<file path="src/rtl/bres_pkg.sv">
// ----------------------------------------------------------------------------
// bres_pkg: shared types and constants of the line rasterizer
// Field widths, command codes, tdata packing and controller/datapath structs.
// ----------------------------------------------------------------------------
package bres_pkg;

   // Coordinate width; all other coordinate-derived widths follow from it.
   localparam int COORD_BITS = 9;
   localparam int STRIDE_W   = 11;
   localparam int OFFS_W     = 19;
   localparam int COLOUR_W   = 16;
   localparam int ERR_W      = COORD_BITS + 3;
   localparam int PROD_W     = COORD_BITS + STRIDE_W;

   localparam logic [STRIDE_W-1:0] STRIDE_RESET = STRIDE_W'(384);

   // Input tdata: start_x, start_y, end_x, end_y, line_colour
   localparam int REQ_FIELDS_W = 4 * COORD_BITS + COLOUR_W;
   localparam int REQ_DATA_W   = ((REQ_FIELDS_W + 7) / 8) * 8;
   // Output tdata: pixel_x, pixel_y, pixel_offset, pixel_colour
   localparam int RSP_FIELDS_W = 2 * COORD_BITS + OFFS_W + COLOUR_W;
   localparam int RSP_DATA_W   = ((RSP_FIELDS_W + 7) / 8) * 8;

   // Command codes carried on req_tuser
   localparam logic CMD_START   = 1'b0;
   localparam logic CMD_ADVANCE = 1'b1;

   typedef logic [COORD_BITS-1:0] coord_type;

   typedef struct packed {
      logic load;   // latch endpoints and colour
      logic setup;  // derive axis, deltas and error from latched endpoints
      logic step;   // emit one pixel and advance the line
   } dp_cmd_type;

   typedef struct packed {
      logic line_active;
   } dp_status_type;

endpackage

</file>
<file path="src/rtl/bres_ctrl.sv">
// ----------------------------------------------------------------------------
// bres_ctrl: controller of the line rasterizer
// Handles the request/response handshakes and sequences start and advance.
// ----------------------------------------------------------------------------
module bres_ctrl
   import bres_pkg::*;
(
   input  logic          clock,
   input  logic          reset,
   input  logic          req_tvalid,
   output logic          req_tready,
   input  logic          req_cmd,
   output logic          rsp_tvalid,
   input  logic          rsp_tready,
   input  dp_status_type status,
   output dp_cmd_type    dp_cmd
);

   typedef enum logic [1:0] {
      ST_IDLE  = 2'b01,
      ST_SETUP = 2'b10
   } state_type;

   state_type state_ff, state_in;
   logic      rsp_valid_ff, rsp_valid_in;
   logic      accept;

   // Take a new item only when the output register is free or drains now
   assign req_tready = (state_ff == ST_IDLE) && (!rsp_valid_ff || rsp_tready);
   assign accept     = req_tvalid && req_tready;
   assign rsp_tvalid = rsp_valid_ff;

   always_comb begin
      state_in     = state_ff;
      dp_cmd       = '0;
      rsp_valid_in = rsp_valid_ff && !rsp_tready;
      case (state_ff)
         ST_IDLE: begin
            if (accept) begin
               case (req_cmd)
                  CMD_START: begin
                     dp_cmd.load = 1'b1;
                     state_in    = ST_SETUP;
                  end
                  CMD_ADVANCE: begin
                     // drop an advance while no line is active
                     if (status.line_active) begin
                        dp_cmd.step  = 1'b1;
                        rsp_valid_in = 1'b1;
                     end
                  end
                  default: begin
                     state_in = ST_IDLE;
                  end
               endcase
            end
         end
         ST_SETUP: begin
            dp_cmd.setup = 1'b1;
            state_in     = ST_IDLE;
         end
         default: begin
            state_in = ST_IDLE;
         end
      endcase
   end

   always_ff @(posedge clock) begin
      if (reset) begin
         state_ff     <= ST_IDLE;
         rsp_valid_ff <= 1'b0;
      end else begin
         state_ff     <= state_in;
         rsp_valid_ff <= rsp_valid_in;
      end
   end

endmodule

</file>
<file path="src/rtl/bres_dp.sv">
// ----------------------------------------------------------------------------
// bres_dp: datapath of the line rasterizer
// Holds line state, stepping error term, stride register and pixel output.
// ----------------------------------------------------------------------------
module bres_dp
   import bres_pkg::*;
(
   input  logic                  clock,
   input  logic                  reset,
   input  dp_cmd_type            dp_cmd,
   output dp_status_type         status,
   input  logic                  csr_write,
   input  logic [STRIDE_W-1:0]   csr_data,
   input  logic [REQ_DATA_W-1:0] req_data,
   output logic [RSP_DATA_W-1:0] rsp_data,
   output logic                  rsp_last
);

   // endpoints latched on start
   coord_type x0_ff, y0_ff, x1_ff, y1_ff;
   logic [COLOUR_W-1:0] colour_ff;

   // line state
   coord_type                 major_pos_ff, major_pos_in;
   coord_type                 minor_pos_ff, minor_pos_in;
   coord_type                 major_end_ff, major_end_in;
   coord_type                 major_delta_ff, major_delta_in;
   coord_type                 minor_delta_ff, minor_delta_in;
   logic signed [ERR_W-1:0]   error_ff, error_in;
   logic                      minor_down_ff, minor_down_in;
   logic                      steep_ff, steep_in;
   logic                      active_ff, active_in;
   logic [STRIDE_W-1:0]       stride_ff;

   // output register
   coord_type           out_x_ff, out_y_ff;
   logic [OFFS_W-1:0]   out_offs_ff;
   logic [COLOUR_W-1:0] out_colour_ff;
   logic                out_last_ff;

   // setup terms
   coord_type adx, ady, ma0, ma1, mi0, mi1, s_ma0, s_ma1, s_mi0, s_mi1;
   coord_type set_mad, set_mid;
   logic      set_steep, swap, set_down;

   // step terms
   coord_type               px, py;
   logic [PROD_W-1:0]       prod;
   logic [OFFS_W-1:0]       offs;
   logic                    last;
   logic                    err_pos;
   logic signed [ERR_W-1:0] two_mid, two_mad;

   assign status.line_active = active_ff;

   always_comb begin
      adx       = (x1_ff > x0_ff) ? x1_ff - x0_ff : x0_ff - x1_ff;
      ady       = (y1_ff > y0_ff) ? y1_ff - y0_ff : y0_ff - y1_ff;
      set_steep = !(ady < adx);
      ma0       = set_steep ? y0_ff : x0_ff;
      ma1       = set_steep ? y1_ff : x1_ff;
      mi0       = set_steep ? x0_ff : y0_ff;
      mi1       = set_steep ? x1_ff : y1_ff;
      // order endpoints so the major coordinate rises
      swap      = ma0 > ma1;
      s_ma0     = swap ? ma1 : ma0;
      s_ma1     = swap ? ma0 : ma1;
      s_mi0     = swap ? mi1 : mi0;
      s_mi1     = swap ? mi0 : mi1;
      set_mad   = s_ma1 - s_ma0;
      set_down  = s_mi1 < s_mi0;
      set_mid   = set_down ? s_mi0 - s_mi1 : s_mi1 - s_mi0;
   end

   always_comb begin
      px      = steep_ff ? minor_pos_ff : major_pos_ff;
      py      = steep_ff ? major_pos_ff : minor_pos_ff;
      prod    = PROD_W'(py) * PROD_W'(stride_ff);
      offs    = OFFS_W'(prod) + OFFS_W'(px);
      last    = (major_pos_ff == major_end_ff);
      err_pos = !error_ff[ERR_W-1] && (error_ff != '0);
      two_mid = signed'(ERR_W'({minor_delta_ff, 1'b0}));
      two_mad = signed'(ERR_W'({major_delta_ff, 1'b0}));
   end

   always_comb begin
      major_pos_in   = major_pos_ff;
      minor_pos_in   = minor_pos_ff;
      major_end_in   = major_end_ff;
      major_delta_in = major_delta_ff;
      minor_delta_in = minor_delta_ff;
      error_in       = error_ff;
      minor_down_in  = minor_down_ff;
      steep_in       = steep_ff;
      active_in      = active_ff;
      if (dp_cmd.setup) begin
         major_pos_in   = s_ma0;
         minor_pos_in   = s_mi0;
         major_end_in   = s_ma1;
         major_delta_in = set_mad;
         minor_delta_in = set_mid;
         minor_down_in  = set_down;
         steep_in       = set_steep;
         error_in       = signed'(ERR_W'({set_mid, 1'b0})) - signed'(ERR_W'(set_mad));
         active_in      = 1'b1;
      end else if (dp_cmd.step) begin
         if (last) begin
            active_in = 1'b0;
         end else begin
            if (err_pos) begin
               minor_pos_in = minor_down_ff ? minor_pos_ff - 1'b1 : minor_pos_ff + 1'b1;
               error_in     = error_ff + two_mid - two_mad;
            end else begin
               error_in     = error_ff + two_mid;
            end
            major_pos_in = major_pos_ff + 1'b1;
         end
      end
   end

   // control state
   always_ff @(posedge clock) begin
      if (reset) begin
         active_ff <= 1'b0;
         stride_ff <= STRIDE_RESET;
      end else begin
         active_ff <= active_in;
         if (csr_write) begin
            stride_ff <= csr_data;
         end
      end
   end

   // payload state
   always_ff @(posedge clock) begin
      if (dp_cmd.load) begin
         x0_ff     <= req_data[0 +: COORD_BITS];
         y0_ff     <= req_data[COORD_BITS +: COORD_BITS];
         x1_ff     <= req_data[2*COORD_BITS +: COORD_BITS];
         y1_ff     <= req_data[3*COORD_BITS +: COORD_BITS];
         colour_ff <= req_data[4*COORD_BITS +: COLOUR_W];
      end
      major_pos_ff   <= major_pos_in;
      minor_pos_ff   <= minor_pos_in;
      major_end_ff   <= major_end_in;
      major_delta_ff <= major_delta_in;
      minor_delta_ff <= minor_delta_in;
      error_ff       <= error_in;
      minor_down_ff  <= minor_down_in;
      steep_ff       <= steep_in;
      if (dp_cmd.step) begin
         out_x_ff      <= px;
         out_y_ff      <= py;
         out_offs_ff   <= offs;
         out_colour_ff <= colour_ff;
         out_last_ff   <= last;
      end
   end

   assign rsp_data = RSP_DATA_W'({out_colour_ff, out_offs_ff, out_y_ff, out_x_ff});
   assign rsp_last = out_last_ff;

endmodule

</file>
<file path="src/rtl/bresenham_line_rasterizer_core.sv">
// ----------------------------------------------------------------------------
// bresenham_line_rasterizer_core: integer Bresenham line drawer
// Top level joining the handshake controller and the line datapath.
// ----------------------------------------------------------------------------
// Usage:
//   req_* carries commands. req_tuser = 0 starts a line from the endpoints and
//   colour in req_tdata and gives no result; req_tuser = 1 advances one pixel.
//   An advance while no line is active is taken and dropped.
//   rsp_* returns one item per advance: coordinates, framebuffer offset
//   (pixel_y * row_stride + pixel_x, modulo 2^19) and colour, with tlast set
//   on the final pixel of the line, after which the engine goes idle.
//   csr_* writes row_stride and is always ready; write it only while the block
//   is idle. That is the user's duty; the block itself does not enforce it.
// Timing:
//   An accepted advance's pixel appears in the output register on the next
//   cycle, so one pixel per clock while rsp_tready holds. A start first
//   latches the endpoints, then runs the setup pass (axis choice, swap,
//   deltas, initial error) in ST_SETUP, during which req_tready is low.
//   The offset multiply and the error update are each combinational.
//   If the receiver stalls, the pixel waits in the output register and
//   req_tready stays low until it is taken.
//   Reset (synchronous): no line active, output empty, row_stride = 384.
// ----------------------------------------------------------------------------
module bresenham_line_rasterizer_core
   import bres_pkg::*;
(
   input  logic                  clock,
   input  logic                  reset,
   // req_tdata: start_x, start_y, end_x, end_y, line_colour (low bit up)
   input  logic [REQ_DATA_W-1:0] req_tdata,
   // req_tuser: cmd
   input  logic                  req_tuser,
   input  logic                  req_tvalid,
   output logic                  req_tready,
   // rsp_tdata: pixel_x, pixel_y, pixel_offset, pixel_colour (low bit up)
   output logic [RSP_DATA_W-1:0] rsp_tdata,
   // rsp_tlast: last_pixel
   output logic                  rsp_tlast,
   output logic                  rsp_tvalid,
   input  logic                  rsp_tready,
   // row_stride write
   input  logic [STRIDE_W-1:0]   csr_data,
   input  logic                  csr_valid,
   output logic                  csr_ready
);

   dp_cmd_type    dp_cmd;
   dp_status_type status;

   // stride register accepts a write every cycle
   assign csr_ready = 1'b1;

   bres_ctrl u_ctrl (
      .clock      (clock),
      .reset      (reset),
      .req_tvalid (req_tvalid),
      .req_tready (req_tready),
      .req_cmd    (req_tuser),
      .rsp_tvalid (rsp_tvalid),
      .rsp_tready (rsp_tready),
      .status     (status),
      .dp_cmd     (dp_cmd)
   );

   bres_dp u_dp (
      .clock     (clock),
      .reset     (reset),
      .dp_cmd    (dp_cmd),
      .status    (status),
      .csr_write (csr_valid && csr_ready),
      .csr_data  (csr_data),
      .req_data  (req_tdata),
      .rsp_data  (rsp_tdata),
      .rsp_last  (rsp_tlast)
   );

endmodule

</file>
<file path="config.mk">
export PLATFORM = sky130hd
export DESIGN_NAME = bresenham_line_rasterizer_core
export DESIGN_NICKNAME = d
export VERILOG_FILES = /design/src/rtl/bres_pkg.sv /design/src/rtl/bres_ctrl.sv /design/src/rtl/bres_dp.sv /design/src/rtl/bresenham_line_rasterizer_core.sv
export SDC_FILE = /design/constraint.sdc
export NUM_CORES = 1
export LEC_CHECK = 0
export ABC_AREA = 1
export BUFFER_PORTS_ARGS = -buffer_cell sky130_fd_sc_hd__buf_2
export CAP_MARGIN = 10
export CORE_ASPECT_RATIO = 0.9
export CORE_MARGIN = 8
export CORE_UTILIZATION = 40
export DETAILED_ROUTE_END_ITERATION = 10
export PLACE_DENSITY = 0.53
export SETUP_SLACK_MARGIN = 0.05
export SKIP_LAST_GASP = 1
export SLEW_MARGIN = 20
export SYNTH_ARGS = -nofsm -noshare
export SYNTH_HDL_FRONTEND = slang
export SYNTH_SLANG_ARGS = --single-unit
</file>
<file path="constraint.sdc">
create_clock -name clock -period 13.03 [get_ports clock]
set_input_delay 1.9545 -clock clock [delete_from_list [all_inputs] [get_ports clock]]
set_output_delay 1.9545 -clock clock [all_outputs]
set_load 0.05 [all_outputs]
</file>
After elaboration in Yosys (flattened, before gate mapping)
Cells that the tools add are included.

Register bits: 180. Word-level logic and storage cells: 106.

Add/sub/neg operators: 14. Multipliers: 1. Order comparisons: 5. Eq/ne operators: 4. Multiplexer cells: 40. Bitwise operators: 2. Reduce and logical (&&, ||, !) cells: 18.

Operator list (number): $mux W9 (21); $sub A9 B9 Y9 (7); $mux W12 (4); $gt A9 B9 Y1 (3); $add A19 B9 Y19 (1); $mul A9 B11 Y19 (1); $add A9 B1 Y9 const B (2); $lt A9 B9 Y1 (2); $mux W1 (15); $add A12 B11 Y12 (1); $reduce_bool A12 Y1 (1); $sub A12 B11 Y12 (1); $sub A10 B9 Y11 (1); $eq A9 B9 Y1 (1); $sub A9 B1 Y9 const B (1); $reduce_and A2 Y1 (3); $reduce_bool A2 Y1 (3); $logic_and A1 B1 Y1 (4); $logic_not A1 Y1 (4); $reduce_and A3 Y1 (1); $eq A2 B1 Y1 const B (1); $eq A2 B2 Y1 const B (1); $ne A2 B2 Y1 const B (1); $not A1 Y1 (2); 2 further kinds (2).

Longest topological paths before layout
Gate-level depths: netlist (run 1).

Word-level depth: 10. Depth in mapped cells: 62. Gate-level depth less buffers: 55.

By module
A second synthesis (run 1) with hierarchy kept.

Cell total of the unflattened synthesis: 1700. Area total of the unflattened synthesis: 14921.8 µm².

Modules (own cells, without submodules): bres_dp (times used 1, cells each 1678, area an instance 14759.2 µm²); bres_ctrl (times used 1, cells each 20, area an instance 151.4 µm²); bresenham_line_rasterizer_core (times used 1, cells each 2, area an instance 11.3 µm²).

Worst setup path after synthesis (run 1)
OpenSTA, ideal clock, no wires.

Path kind: flip-flop to flip-flop. From: reg u_dp.x1_ff[4]. To: reg u_dp.error_ff[11], data pin. Library setup time: 310 ps. Data arrival time: 8928 ps. Data required time: 12720 ps. Slack: 3793 ps. Cell stages (with the launch flop): 62. Buffers on the path: 7. Period minus slack after synthesis: 9237 ps. Cells stage by stage: edfxtp_1 > inv_1 > ha_1 > clkbuf_1 > nand2_1 > nor2_1 > nand2_1 > o211ai_1 > a21oi_1 > o21bai_1 > nand2_1 > inv_1 > nor2_1 > a31o_2 > o31ai_1 > xor2_1 > ha_1 > nand2_2 > [... 26 more ...] > o21ai_1 > a21oi_1 > nor2_1 > nor2_2 > mux2i_1 > xor2_1 > ha_1 > inv_1 > o31ai_1 > inv_1 > nor2_1 > o21ai_0 > nand2_1 > a21oi_1 > o21ai_0 > a21oi_1 > nand2_1 > o31ai_1.

Word-level cells in the longest chain between the ends: 10. Elaborated cells on any way between the ends: 21. Those cells by class: add/sub: 6; order compare: 4; mux: 11.

RTL lines: start, declared (RTL line bres_dp.sv:20) `coord_type x0_ff, y0_ff, x1_ff, y1_ff;`; start signal, assigned (RTL line bres_dp.sv:139) `x1_ff <= req_data[2*COORD_BITS +: COORD_BITS];`; $sub A9 B9 Y9 or $gt A9 B9 Y1 (tied branches) (RTL line bres_dp.sv:57) `adx = (x1_ff > x0_ff) ? x1_ff - x0_ff : x0_ff - x1_ff;`; $mux W9 (RTL line bres_dp.sv:57); $lt A9 B9 Y1 (RTL line bres_dp.sv:59) `set_steep = !(ady < adx);`; $mux W9, on equally long branches (RTL line bres_dp.sv:60, bres_dp.sv:61); $gt A9 B9 Y1 (RTL line bres_dp.sv:65) `swap = ma0 > ma1;`; $mux W9, on equally long branches (RTL line bres_dp.sv:69, bres_dp.sv:68); $lt A9 B9 Y1 (*) (RTL line bres_dp.sv:71) `set_down = s_mi1 < s_mi0;`; named net u_dp.set_down (RTL line bres_dp.sv:44) `logic set_steep, swap, set_down;`; $mux W9 (*) (RTL line bres_dp.sv:72) `set_mid = set_down ? s_mi0 - s_mi1 : s_mi1 - s_mi0;`; $sub A10 B9 Y11 (*) (RTL line bres_dp.sv:104) `error_in = signed'(ERR_W'({set_mid, 1'b0})) - signed'(ERR_W'(set_mad));`; $mux W12 (*) (RTL line bres_dp.sv:96) `if (dp_cmd.setup) begin`; named net u_dp.error_in[11] (RTL line bres_dp.sv:29) `logic signed [ERR_W-1:0] error_ff, error_in;`; end signal, assigned (RTL line bres_dp.sv:148) `error_ff <= error_in;`; end, declared (RTL line bres_dp.sv:29).

Mark *: on every way through the listed nets, which the timed path passes. The rest lies on a longest branch. A chain may end at the register's enable or synchronous reset.

Worst setup path after layout (run 1)
From: reg u_dp.x0_ff[2]. To: reg u_dp.error_ff[8], data pin.

Word-level cells in the longest chain between the ends: 10. Elaborated cells on any way between the ends: 21. Those cells by class: add/sub: 6; order compare: 4; mux: 11.

RTL lines: start, declared (RTL line bres_dp.sv:20); start signal, assigned (RTL line bres_dp.sv:137) `x0_ff <= req_data[0 +: COORD_BITS];`; $sub A9 B9 Y9 or $gt A9 B9 Y1 (tied branches) (RTL line bres_dp.sv:57); $mux W9 (RTL line bres_dp.sv:57); $lt A9 B9 Y1 (RTL line bres_dp.sv:59); $mux W9, on equally long branches (RTL line bres_dp.sv:60, bres_dp.sv:61); $gt A9 B9 Y1 (RTL line bres_dp.sv:65); $mux W9, on equally long branches (RTL line bres_dp.sv:69, bres_dp.sv:68); $lt A9 B9 Y1 (*) (RTL line bres_dp.sv:71); named net u_dp.set_down (RTL line bres_dp.sv:44); $mux W9 (*) (RTL line bres_dp.sv:72); $sub A10 B9 Y11 (*) (RTL line bres_dp.sv:104); $mux W12 (*) (RTL line bres_dp.sv:96); named net u_dp.error_in[8] (RTL line bres_dp.sv:29).

Marked as above.

==> results of run 1 <==
==> logic make-up (layout without fill, tap and decap cells) <==
| family | Yosys count | after routing | synth area share [%] |
|---|---|---|---|
| simple gates | 545 | 545 | 15.6 |
| buf+inv | 328 | 452 | 8.61 |
| compound gates | 297 | 297 | 11.2 |
| fa+ha+maj | 233 | 233 | 23.7 |
| flops | 180 | 180 | 35.6 |
| xor+xnor | 77 | 77 | 4.67 |
| mux | 8 | 8 | 0.542 |
| other cells | 2 | 4 | 0.0508 |
==> state kept, by name (all words and copies together) (netlist names), 11 cells and up <==
register / count
u_dp.out_colour_ff: 16
u_dp.out_offs_ff: 19
u_dp.error_ff: 12
u_dp.colour_ff: 16
u_dp.stride_ff: 11
==> worst max-delay path: cells and delay by family, from the launching register on <==
family / cells / cell delay, ns
adders and majority gates: 5 / 1.93
and+or+nand+nor: 16 / 2.74
AOI/OAI and AO/OA: 21 / 4.60
xor gates and xnor gates: 2 / 0.30
muxes: 1 / 0.35
DFF: 1 / 0.52
buffers and inverters: 6 / 0.74
==> cell usage after synthesis, drive strengths merged, types with 2 or more instances <==
cell / instances / area (um^2)
a221oi: 3 / 26.3
edfxtp: 165 / 4950
or2: 9 / 56.3
nor4: 6 / 37.5
o21bai: 7 / 52.6
clkbuf: 23 / 86.3
a21boi: 3 / 22.5
a21o: 5 / 37.5
inv: 283 / 1060
dfxtp: 15 / 300
o21ai: 151 / 763
o211ai: 10 / 75.1
nand2: 357 / 1410
o221ai: 5 / 43.8
xor2: 58 / 523
o31ai: 8 / 60.1
clkinv: 7 / 26.3
a21oi: 90 / 469
a31oi: 3 / 18.8
buf: 15 / 97.6
conb: 2 / 7.51
ha: 155 / 1940
fa: 78 / 1560
nand4: 10 / 62.6
xnor2: 19 / 166
nor2: 103 / 402
mux2i: 8 / 80.1
nand3: 48 / 278
a31o: 2 / 17.5
o21a: 3 / 22.5
nor3: 11 / 55.1
o22ai: 3 / 18.8
a211oi: 2 / 15.0
==> through the flow <==
stage | setup WS [ns] | utilization (%) | cell area (um^2) | std cells | power [mW]
2_1_floorplan | 3.79 | - | 14800 | 1672 | 3.39
3_3_place_gp | 1.90 | 43.8 | 15900 | 2240 | 4.09
3_5_place_dp | 1.80 | 43.8 | 15900 | 2240 | 4.12
4_1_cts | 1.73 | 45.5 | 16500 | 2272 | 4.68
5_1_grt | 0.304 | 45.5 | 16500 | 2272 | 5.15
6_report | 1.51 | 45.5 | 16500 | 2272 | 4.67
==> per-layer routing <==
layer	vias up	wire, um	part of all wire (%)	global-route usage, %
met1	5293	18000	49	24.3
met3	36	1600	4.3	3.01
li1	5702	-	-	-
met4	0	760	2.1	5.25
met2	241	16500	45	27.8
met5	-	0	0	0
==> worst max path at each step <==
stage,startpoint,end,slack [ns],cells past startpoint
final,u_dp.x0_ff[2],u_dp.error_ff[8],1.51,51
after detailed placement,u_dp.x0_ff[2],u_dp.error_ff[8],1.80,51
after global routing,u_dp.x0_ff[2],u_dp.error_ff[11],0.30,50
after floorplan,u_dp.x1_ff[4],u_dp.error_ff[11],3.79,61
after global placement,u_dp.x0_ff[2],u_dp.error_ff[11],1.90,51
after CTS,u_dp.x0_ff[2],u_dp.error_ff[8],1.73,51
==> power by group through the flow <==
| stage | clock network [mW] | logic, mW | registers [mW] |
|---|---|---|---|
| after floorplan | 0 | 2.60 | 0.785 |
| after global placement | 0 | 3.29 | 0.791 |
| after detailed placement | 0 | 3.33 | 0.791 |
| after CTS | 0.557 | 3.35 | 0.778 |
| after global routing | 0.578 | 3.80 | 0.780 |
| final | 0.544 | 3.34 | 0.778 |
==> cell type report <==
type | count | area [um^2] | share of cell area (%)
Tap cell | 476 | 596 | 3.61
Clock inverter | 14 | 184 | 1.12
Clock buffer | 18 | 429 | 2.60
Multi-Input combinational cell | 1164 | 8270 | 50.2
Timing Repair Buffer | 130 | 666 | 4.04
Inverter | 290 | 1090 | 6.60
Sequential cell | 180 | 5260 | 31.9
==> flow_summary.json, run 1 <==
{
  "pwr-share-seq_pct": 16.7,
  "min_path_cells": 0,
  "drv_slew": 0,
  "leakage_nw": 7.89,
  "peakVddDrop_mv": 0.447,
  "hp-class": "flip-flop to flip-flop",
  "area_growth_pct": 11.6,
  "ant_nets": 0,
  "tritoncts": "yes",
  "switching_share_pct": 51.7,
  "gp_congestion": 0.913,
  "status": "complete, no violations",
  "layout_common_cells": "333 x nand2_1, 278 x inv_1, 165 x edfxtp_1, 155 x ha_1, 140 x o21ai_0",
  "maxCapViolations": 0,
  "start_util_pct": 40.8,
  "rr_endpoint": "u_dp.error_ff[8]",
  "drive_gt1_share_pct": 12.2,
  "die_h_um": 198,
  "crit_fanout": 58,
  "grt_pass1_wl_mm": 59.8,
  "drtIter0Drc": 789,
  "core_um2": 36300,
  "ioPinCount": 133,
  "post_cts_resized": 0,
  "grt_pass1_vias": 11200,
  "clock_sinks": 180,
  "layout_commonest_cell": "nand2_1",
  "crit_required_ns": 13.24,
  "p_switching_mw": 2.41,
  "cp-start-kind": "flip-flop",
  "row_count": 66,
  "cts_setup_buffers": 0,
  "ys_ff_latch": 180,
  "ctsHoldBuffers": 0,
  "clk_latency_ns": 0.46,
  "path_class": "flip-flop to flip-flop",
  "chipWidth_um": 219,
  "antenna_found_initial": 0,
  "hold_violations": 0,
  "root_buffer": "clkbuf_16",
  "finalHoldWorstSlack_ns": 0.419,
  "num_vias": 11300,
  "power_density_nw_per_um2": 283,
  "synth_cell_type_count": 49,
  "synthArstFlopShare_pct": 0,
  "num-fill-cells": 3524,
  "yosys_warnings": 0,
  "fin_crit_sh_pct": 88.4,
  "synthFlopType": "edfxtp_1",
  "yosysSeqAreaShare_pct": 35.6,
  "tns_ns": 0,
  "max_slew_margin_pct": 31.2,
  "synthesis.area_um2": 14800,
  "nets": 2089,
  "crit_arrival_ns": 11.73,
  "r2r_start": "u_dp.x0_ff[2]",
  "routed_wl_mm": 36.9,
  "syn_inst": 1670,
  "grt.overflow.total": 0,
  "worst-r2r-cell-count": 51,
  "period_minus_slack_ns": 11.52,
  "r2r_setup_slack_ns": 1.51,
  "min_from": "u_dp.colour_ff[2]",
  "slowest_stage": "o21ai_0",
  "avgRoutedWirePerCell_um": 16.3,
  "max_freq_mhz": 86.8,
  "viasPerCell": 4.96,
  "setup_viol_count_final": 0,
  "power_frac_clock_pct": 11.7,
  "diodes": 0,
  "drcViolationCount": 0,
  "clockBufferDepth": 2,
  "worst_pin_slew_ns": 1.02,
  "avgSynthCellArea_um2": 8.85,
  "min_to": "u_dp.out_colour_ff[2]",
  "synth_edf_count": 165,
  "rsz0062_at_grt": "false",
  "portBuffers": 124,
  "max_stage_delay_ns": 0.66,
  "clock_skew_ns": 0.0140,
  "dieArea_um2": 43300,
  "power_frac_comb_pct": 71.7,
  "endpoint_kind": "flip-flop",
  "path_clk_slew_ns": 0.08,
  "grt_use_total_pct": 17.5,
  "dp_hpwl_mm": 30.1,
  "grt_max_degree": 59,
  "firstDrtPassIters": 5,
  "numCtsBuffers": 17,
  "htree_num_levels": 4,
  "internal-power_mw": 2.25
}
No activity file was read; power rests on OpenSTA's default activity.
==> run 2, diff against run 1 <==
--- a/config.mk
+++ b/config.mk
@@ -13,6 +13,7 @@
 export CORE_UTILIZATION = 40
 export DETAILED_ROUTE_END_ITERATION = 10
 export PLACE_DENSITY = 0.53
+export REMOVE_ABC_BUFFERS = 1
 export SETUP_SLACK_MARGIN = 0.05
 export SKIP_LAST_GASP = 1
 export SLEW_MARGIN = 20
==> run 2 against run 1 <==
First-iteration DRC count down 1.5%. Clock-buffer cell count is 1 lower. Setup slack got worse by 0.20 ns. Combinational power about the same. Clock power rose by 3.7%. Core utilization hardly changed. Final area about the same. Clock skew shrank 0.0029 ns. Maximum frequency down 1.7%. Hold slack improved by 0.0014 ns. Largest power group unchanged. Highest routed layer unchanged.
==> flow_summary.json, run 2 (same netlist as run 1, synthesis figures left out) <==
{
  "path_class": "flip-flop to flip-flop",
  "viasPerCell": 5.00,
  "crit_required_ns": 13.20,
  "grt_pass1_wl_mm": 59.9,
  "slowest_stage": "o21ai_0",
  "gp_congestion": 0.915,
  "crit_arrival_ns": 11.90,
  "die_h_um": 198,
  "numCtsBuffers": 17,
  "avgRoutedWirePerCell_um": 16.3,
  "grt_use_total_pct": 17.4,
  "worst_pin_slew_ns": 1.00,
  "reg_top3": "u_dp.out_offs_ff (19), u_dp.colour_ff (16), u_dp.out_colour_ff (16)",
  "worst-r2r-cell-count": 50,
  "max_freq_mhz": 85.3,
  "setup_viol_count_final": 0,
  "layout_common_cells": "333 x nand2_1, 278 x inv_1, 165 x edfxtp_1, 155 x ha_1, 139 x o21ai_0",
  "top_register": "u_dp.out_offs_ff",
  "start_util_pct": 40.8,
  "ctsHoldBuffers": 0,
  "chipWidth_um": 219,
  "core_um2": 36300,
  "peakVddDrop_mv": 0.417,
  "nets": 2087,
  "clockBufferDepth": 2,
  "post_cts_resized": 0,
  "grt_max_degree": 72,
  "placed_area_um2": 15900,
  "clk_latency_ns": 0.45,
  "tns_ns": 0,
  "antenna_found_initial": 0,
  "cts_setup_buffers": 0,
  "htree_num_levels": 4,
  "final_area_um2": 16500,
  "hold_violations": 0,
  "max_stage_delay_ns": 0.61,
  "hp-class": "flip-flop to flip-flop",
  "grt.overflow.total": 0,
  "drcViolationCount": 0,
  "maxCapViolations": 0,
  "cp-start-kind": "flip-flop",
  "ioPinCount": 133,
  "drtIter0Drc": 777,
  "drive_gt1_share_pct": 12.1,
  "critical_path.top_delay_family": "compound AO/OA/AOI/OAI gates",
  "drv_slew": 0,
  "leakage_nw": 7.90,
  "max_slew_margin_pct": 32.9,
  "tritoncts": "yes",
  "status": "complete, no violations",
  "r2r_start": "u_dp.y1_ff[1]",
  "crit_path_frequent_cell": "nand2_1",
  "period_minus_slack_ns": 11.72,
  "power_density_nw_per_um2": 285,
  "crit_fanout": 71,
  "portBuffers": 124,
  "dp_hpwl_mm": 29.9,
  "crit_buf_inv": 5,
  "routed_wl_mm": 37.0,
  "setup_ws_ns": 1.31,
  "rr_endpoint": "u_dp.error_ff[11]",
  "row_count": 66,
  "min_path_cells": 0,
  "root_buffer": "clkbuf_16",
  "num_vias": 11300,
  "area_growth_pct": 11.7,
  "endpoint_kind": "flip-flop",
  "layout_commonest_cell": "nand2_1",
  "rsz0062_at_grt": "false",
  "min_to": "u_dp.out_colour_ff[7]",
  "path_clk_slew_ns": 0.08,
  "ant_nets": 0,
  "largest_reg_flops": 19,
  "min_from": "u_dp.colour_ff[7]",
  "dieArea_um2": 43300,
  "clock_sinks": 180,
  "firstDrtPassIters": 7,
  "grt_pass1_vias": 11200,
  "cp.depth": 50,
  "fin_crit_sh_pct": 90.0,
  "clock_skew_ns": 0.0111,
  "r2r_setup_slack_ns": 1.31,
  "place_ws_ns": 1.69,
  "diodes": 0
}
run 2: changes by cell type in the layout (fill, tap and decap cells not counted), sizes merged:
cell / previous run / this run
buf: 130 / 128
bufinv: 1 / 3
clkbuf: 18 / 17
clkinv: 11 / 10
clkinvlp: 2 / 1
run 2: layer usage:
| metal | global-route usage [%] | routed length [um] |
|---|---|---|
| met1 | 24.4 | 17800 |
| met2 | 27.9 | 16800 |
| met3 | 2.61 | 1930 |
| met4 | 4.50 | 520 |
| met5 | 0 | 0 |
run 2: layout make-up:
type	instances	area, um^2
flip-flops and latches	180	5260
inverters	290	1090
clock inverters	14	213
fillers	3564	19800
repair buffers	128	651
multi-input cells	1164	8270
well taps	476	596
clock buffers	17	425
run 2: worst max path at each step:
stage / startpoint / end / slack, ns
after global routing: u_dp.y1_ff[1] / u_dp.error_ff[8] / 0.40
after CTS: u_dp.x1_ff[2] / u_dp.error_ff[8] / 1.61
after global placement: u_dp.x1_ff[2] / u_dp.error_ff[8] / 1.78
final: u_dp.y1_ff[1] / u_dp.error_ff[11] / 1.31
after floorplan: u_dp.x0_ff[2] / u_dp.error_ff[11] / 4.00
after detailed placement: u_dp.x1_ff[2] / u_dp.error_ff[8] / 1.69
run 2: worst reg2reg max path, delay by kind of cell (launching register included):
| kind | cells | cell delay, ns |
|---|---|---|
| AOI/OAI and AO/OA | 19 | 4.76 |
| xor gates and xnor gates | 2 | 0.28 |
| adders and majority gates | 5 | 1.83 |
| buffers and inverters | 5 | 0.43 |
| DFF | 1 | 0.46 |
| muxes | 1 | 0.35 |
| and+or+nand+nor | 18 | 3.31 |
run 2: where the power goes:
part / switching (mW) / leakage [nW] / internal (mW)
Sequential: 0.0133 / 1.63 / 0.763
Combinational: 2.15 / 5.96 / 1.21
Clock: 0.252 / 0.309 / 0.312
Total: 2.41 / 7.90 / 2.29
run 2: stage by stage:
stage	hold slack (ns)	utilization, %	power, mW	cells
detailed placement	0.405	43.7	4.11	2238
global placement	0.401	43.7	4.06	2238
floorplan	0.400	-	3.34	1634
finish	0.420	45.5	4.70	2269
global route	0.429	45.5	5.20	2269
CTS	0.423	45.5	4.71	2269
==> run 3, diff against run 2 <==
--- a/config.mk
+++ b/config.mk
@@ -12,7 +12,7 @@
 export CORE_MARGIN = 8
 export CORE_UTILIZATION = 40
 export DETAILED_ROUTE_END_ITERATION = 10
-export PLACE_DENSITY = 0.53
+export PLACE_DENSITY = 0.67
 export REMOVE_ABC_BUFFERS = 1
 export SETUP_SLACK_MARGIN = 0.05
 export SKIP_LAST_GASP = 1
==> run 3 against run 2 <==
Maximum frequency grew 4.6%. Core utilization down 0.17 points. Wire length is 5.3% lower. Final area decreased by 0.38%. Global-route usage is 0.96 points lower. Hold slack gained 0.00054 ns. Die area stayed put. Via count up 0.77%. Clock-buffer cell count did not move. Sequential share of layout area grew 0.12 points. Highest routed layer unchanged.
==> flow_summary.json, run 3 (same netlist as run 1, synthesis figures left out) <==
{
  "layout_common_cells": "334 x nand2_1, 278 x inv_1, 165 x edfxtp_1, 155 x ha_1, 139 x o21ai_0",
  "top_register": "u_dp.out_offs_ff",
  "hold_violations": 0,
  "grt.overflow.total": 0,
  "tns_ns": 0,
  "drv_slew": 0,
  "gp_congestion": 0.934,
  "crit_buf_inv": 6,
  "grt_pass1_wl_mm": 57.0,
  "htree_num_levels": 4,
  "num-fill-cells": 3473,
  "path_class": "flip-flop to flip-flop",
  "setup_viol_count_final": 0,
  "die_h_um": 198,
  "maxCapViolations": 0,
  "clock_skew_ns": 0.00881,
  "clockBufferDepth": 2,
  "area_growth_pct": 11.3,
  "ioPinCount": 133,
  "largest_reg_flops": 19,
  "grt_use_total_pct": 16.5,
  "crit_arrival_ns": 11.40,
  "avgRoutedWirePerCell_um": 15.4,
  "dp_hpwl_mm": 28.3,
  "start_util_pct": 40.8,
  "root_buffer": "clkbuf_16",
  "rsz0062_at_grt": "false",
  "crit_required_ns": 13.22,
  "period_minus_slack_ns": 11.21,
  "post_cts_resized": 0,
  "core_um2": 36300,
  "crit_path_frequent_cell": "nand2_1",
  "num_vias": 11400,
  "drcViolationCount": 0,
  "ant_nets": 0,
  "clock_sinks": 180,
  "numCtsBuffers": 17,
  "drtIter0Drc": 706,
  "status": "complete, no violations",
  "tritoncts": "yes",
  "dieArea_um2": 43300,
  "max_slew_margin_pct": 31.1,
  "routed_wl_mm": 35.0,
  "clk_latency_ns": 0.45,
  "layout_commonest_cell": "nand2_1",
  "viasPerCell": 5.03,
  "cp-start-kind": "flip-flop",
  "cts_setup_buffers": 0,
  "grt_max_degree": 72,
  "drive_gt1_share_pct": 12.1,
  "crit_fanout": 71,
  "max_stage_delay_ns": 0.56,
  "chipWidth_um": 219,
  "max_freq_mhz": 89.2,
  "portBuffers": 124,
  "endpoint_kind": "flip-flop",
  "firstDrtPassIters": 5,
  "critical_path.top_delay_family": "compound AO/OA/AOI/OAI gates",
  "path_clk_slew_ns": 0.07,
  "fin_crit_sh_pct": 86.0,
  "antenna_found_initial": 0,
  "row_count": 66,
  "worst_pin_slew_ns": 1.03,
  "grt_pass1_vias": 11400,
  "slowest_stage": "o21ai_0",
  "hp-class": "flip-flop to flip-flop",
  "ctsHoldBuffers": 0,
  "nets": 2088,
  "reg_top3": "u_dp.out_offs_ff (19), u_dp.colour_ff (16), u_dp.out_colour_ff (16)"
}
## run 3: cell count changes in the layout (fill, tap and decap cells not counted), sizes merged
| cell | delta |
|---|---|
| diode | +1 |
| clkinvlp | +4 |
| bufinv | -3 |
| buf | +1 |
## run 3: cell type report
cell class	instances	area, um^2	area share [%]
timing repair buffer	129	658	4.00
tap	476	596	3.62
antenna	1	2.50	0.0152
multi-input combinational	1164	8270	50.3
clock buffer	17	425	2.59
sequential	180	5260	32.0
inverter	290	1090	6.62
clock inverter	15	143	0.868
## run 3: worst paths after layout
| path | slack [ns] | startpoint | endpoint | cells after the start |
|---|---|---|---|---|
| setup / recovery | 1.82 | u_dp.y1_ff[1] | u_dp.error_ff[11] | 50 |
| hold / removal | 0.42 | u_dp.colour_ff[2] | u_dp.out_colour_ff[2] | 0 |
| setup reg to reg | 1.82 | u_dp.y1_ff[1] | u_dp.error_ff[11] | 50 |
| hold reg to reg | 0.42 | u_dp.colour_ff[2] | u_dp.out_colour_ff[2] | 0 |
## run 3: metrics by stage
step           hold slack [ns]  util [%]  setup slack (ns)  instances  area (um^2)
2_1_floorplan            0.400         -              4.00       1634        14600
3_3_place_gp             0.401      43.8              2.09       2239        15900
3_5_place_dp             0.405      43.8              2.00       2239        15900
4_1_cts                  0.422      45.3              1.91       2271        16400
5_1_grt                  0.424      45.3             0.831       2271        16400
6_report                 0.421      45.3              1.82       2272        16400
## run 3: layer usage
layer	global-route usage, %	share of wire (%)	up-vias	wire length [um]
li1	-	-	5686	-
met1	21.2	45	5358	15800
met2	27.2	46	332	16300
met3	3.54	6.3	49	2200
met4	5.49	2.2	0	782
met5	0	0	-	0
Power of run 3 is not shown: default switching activity piles up to over one toggle a cycle in this logic, so the estimate is an artifact.
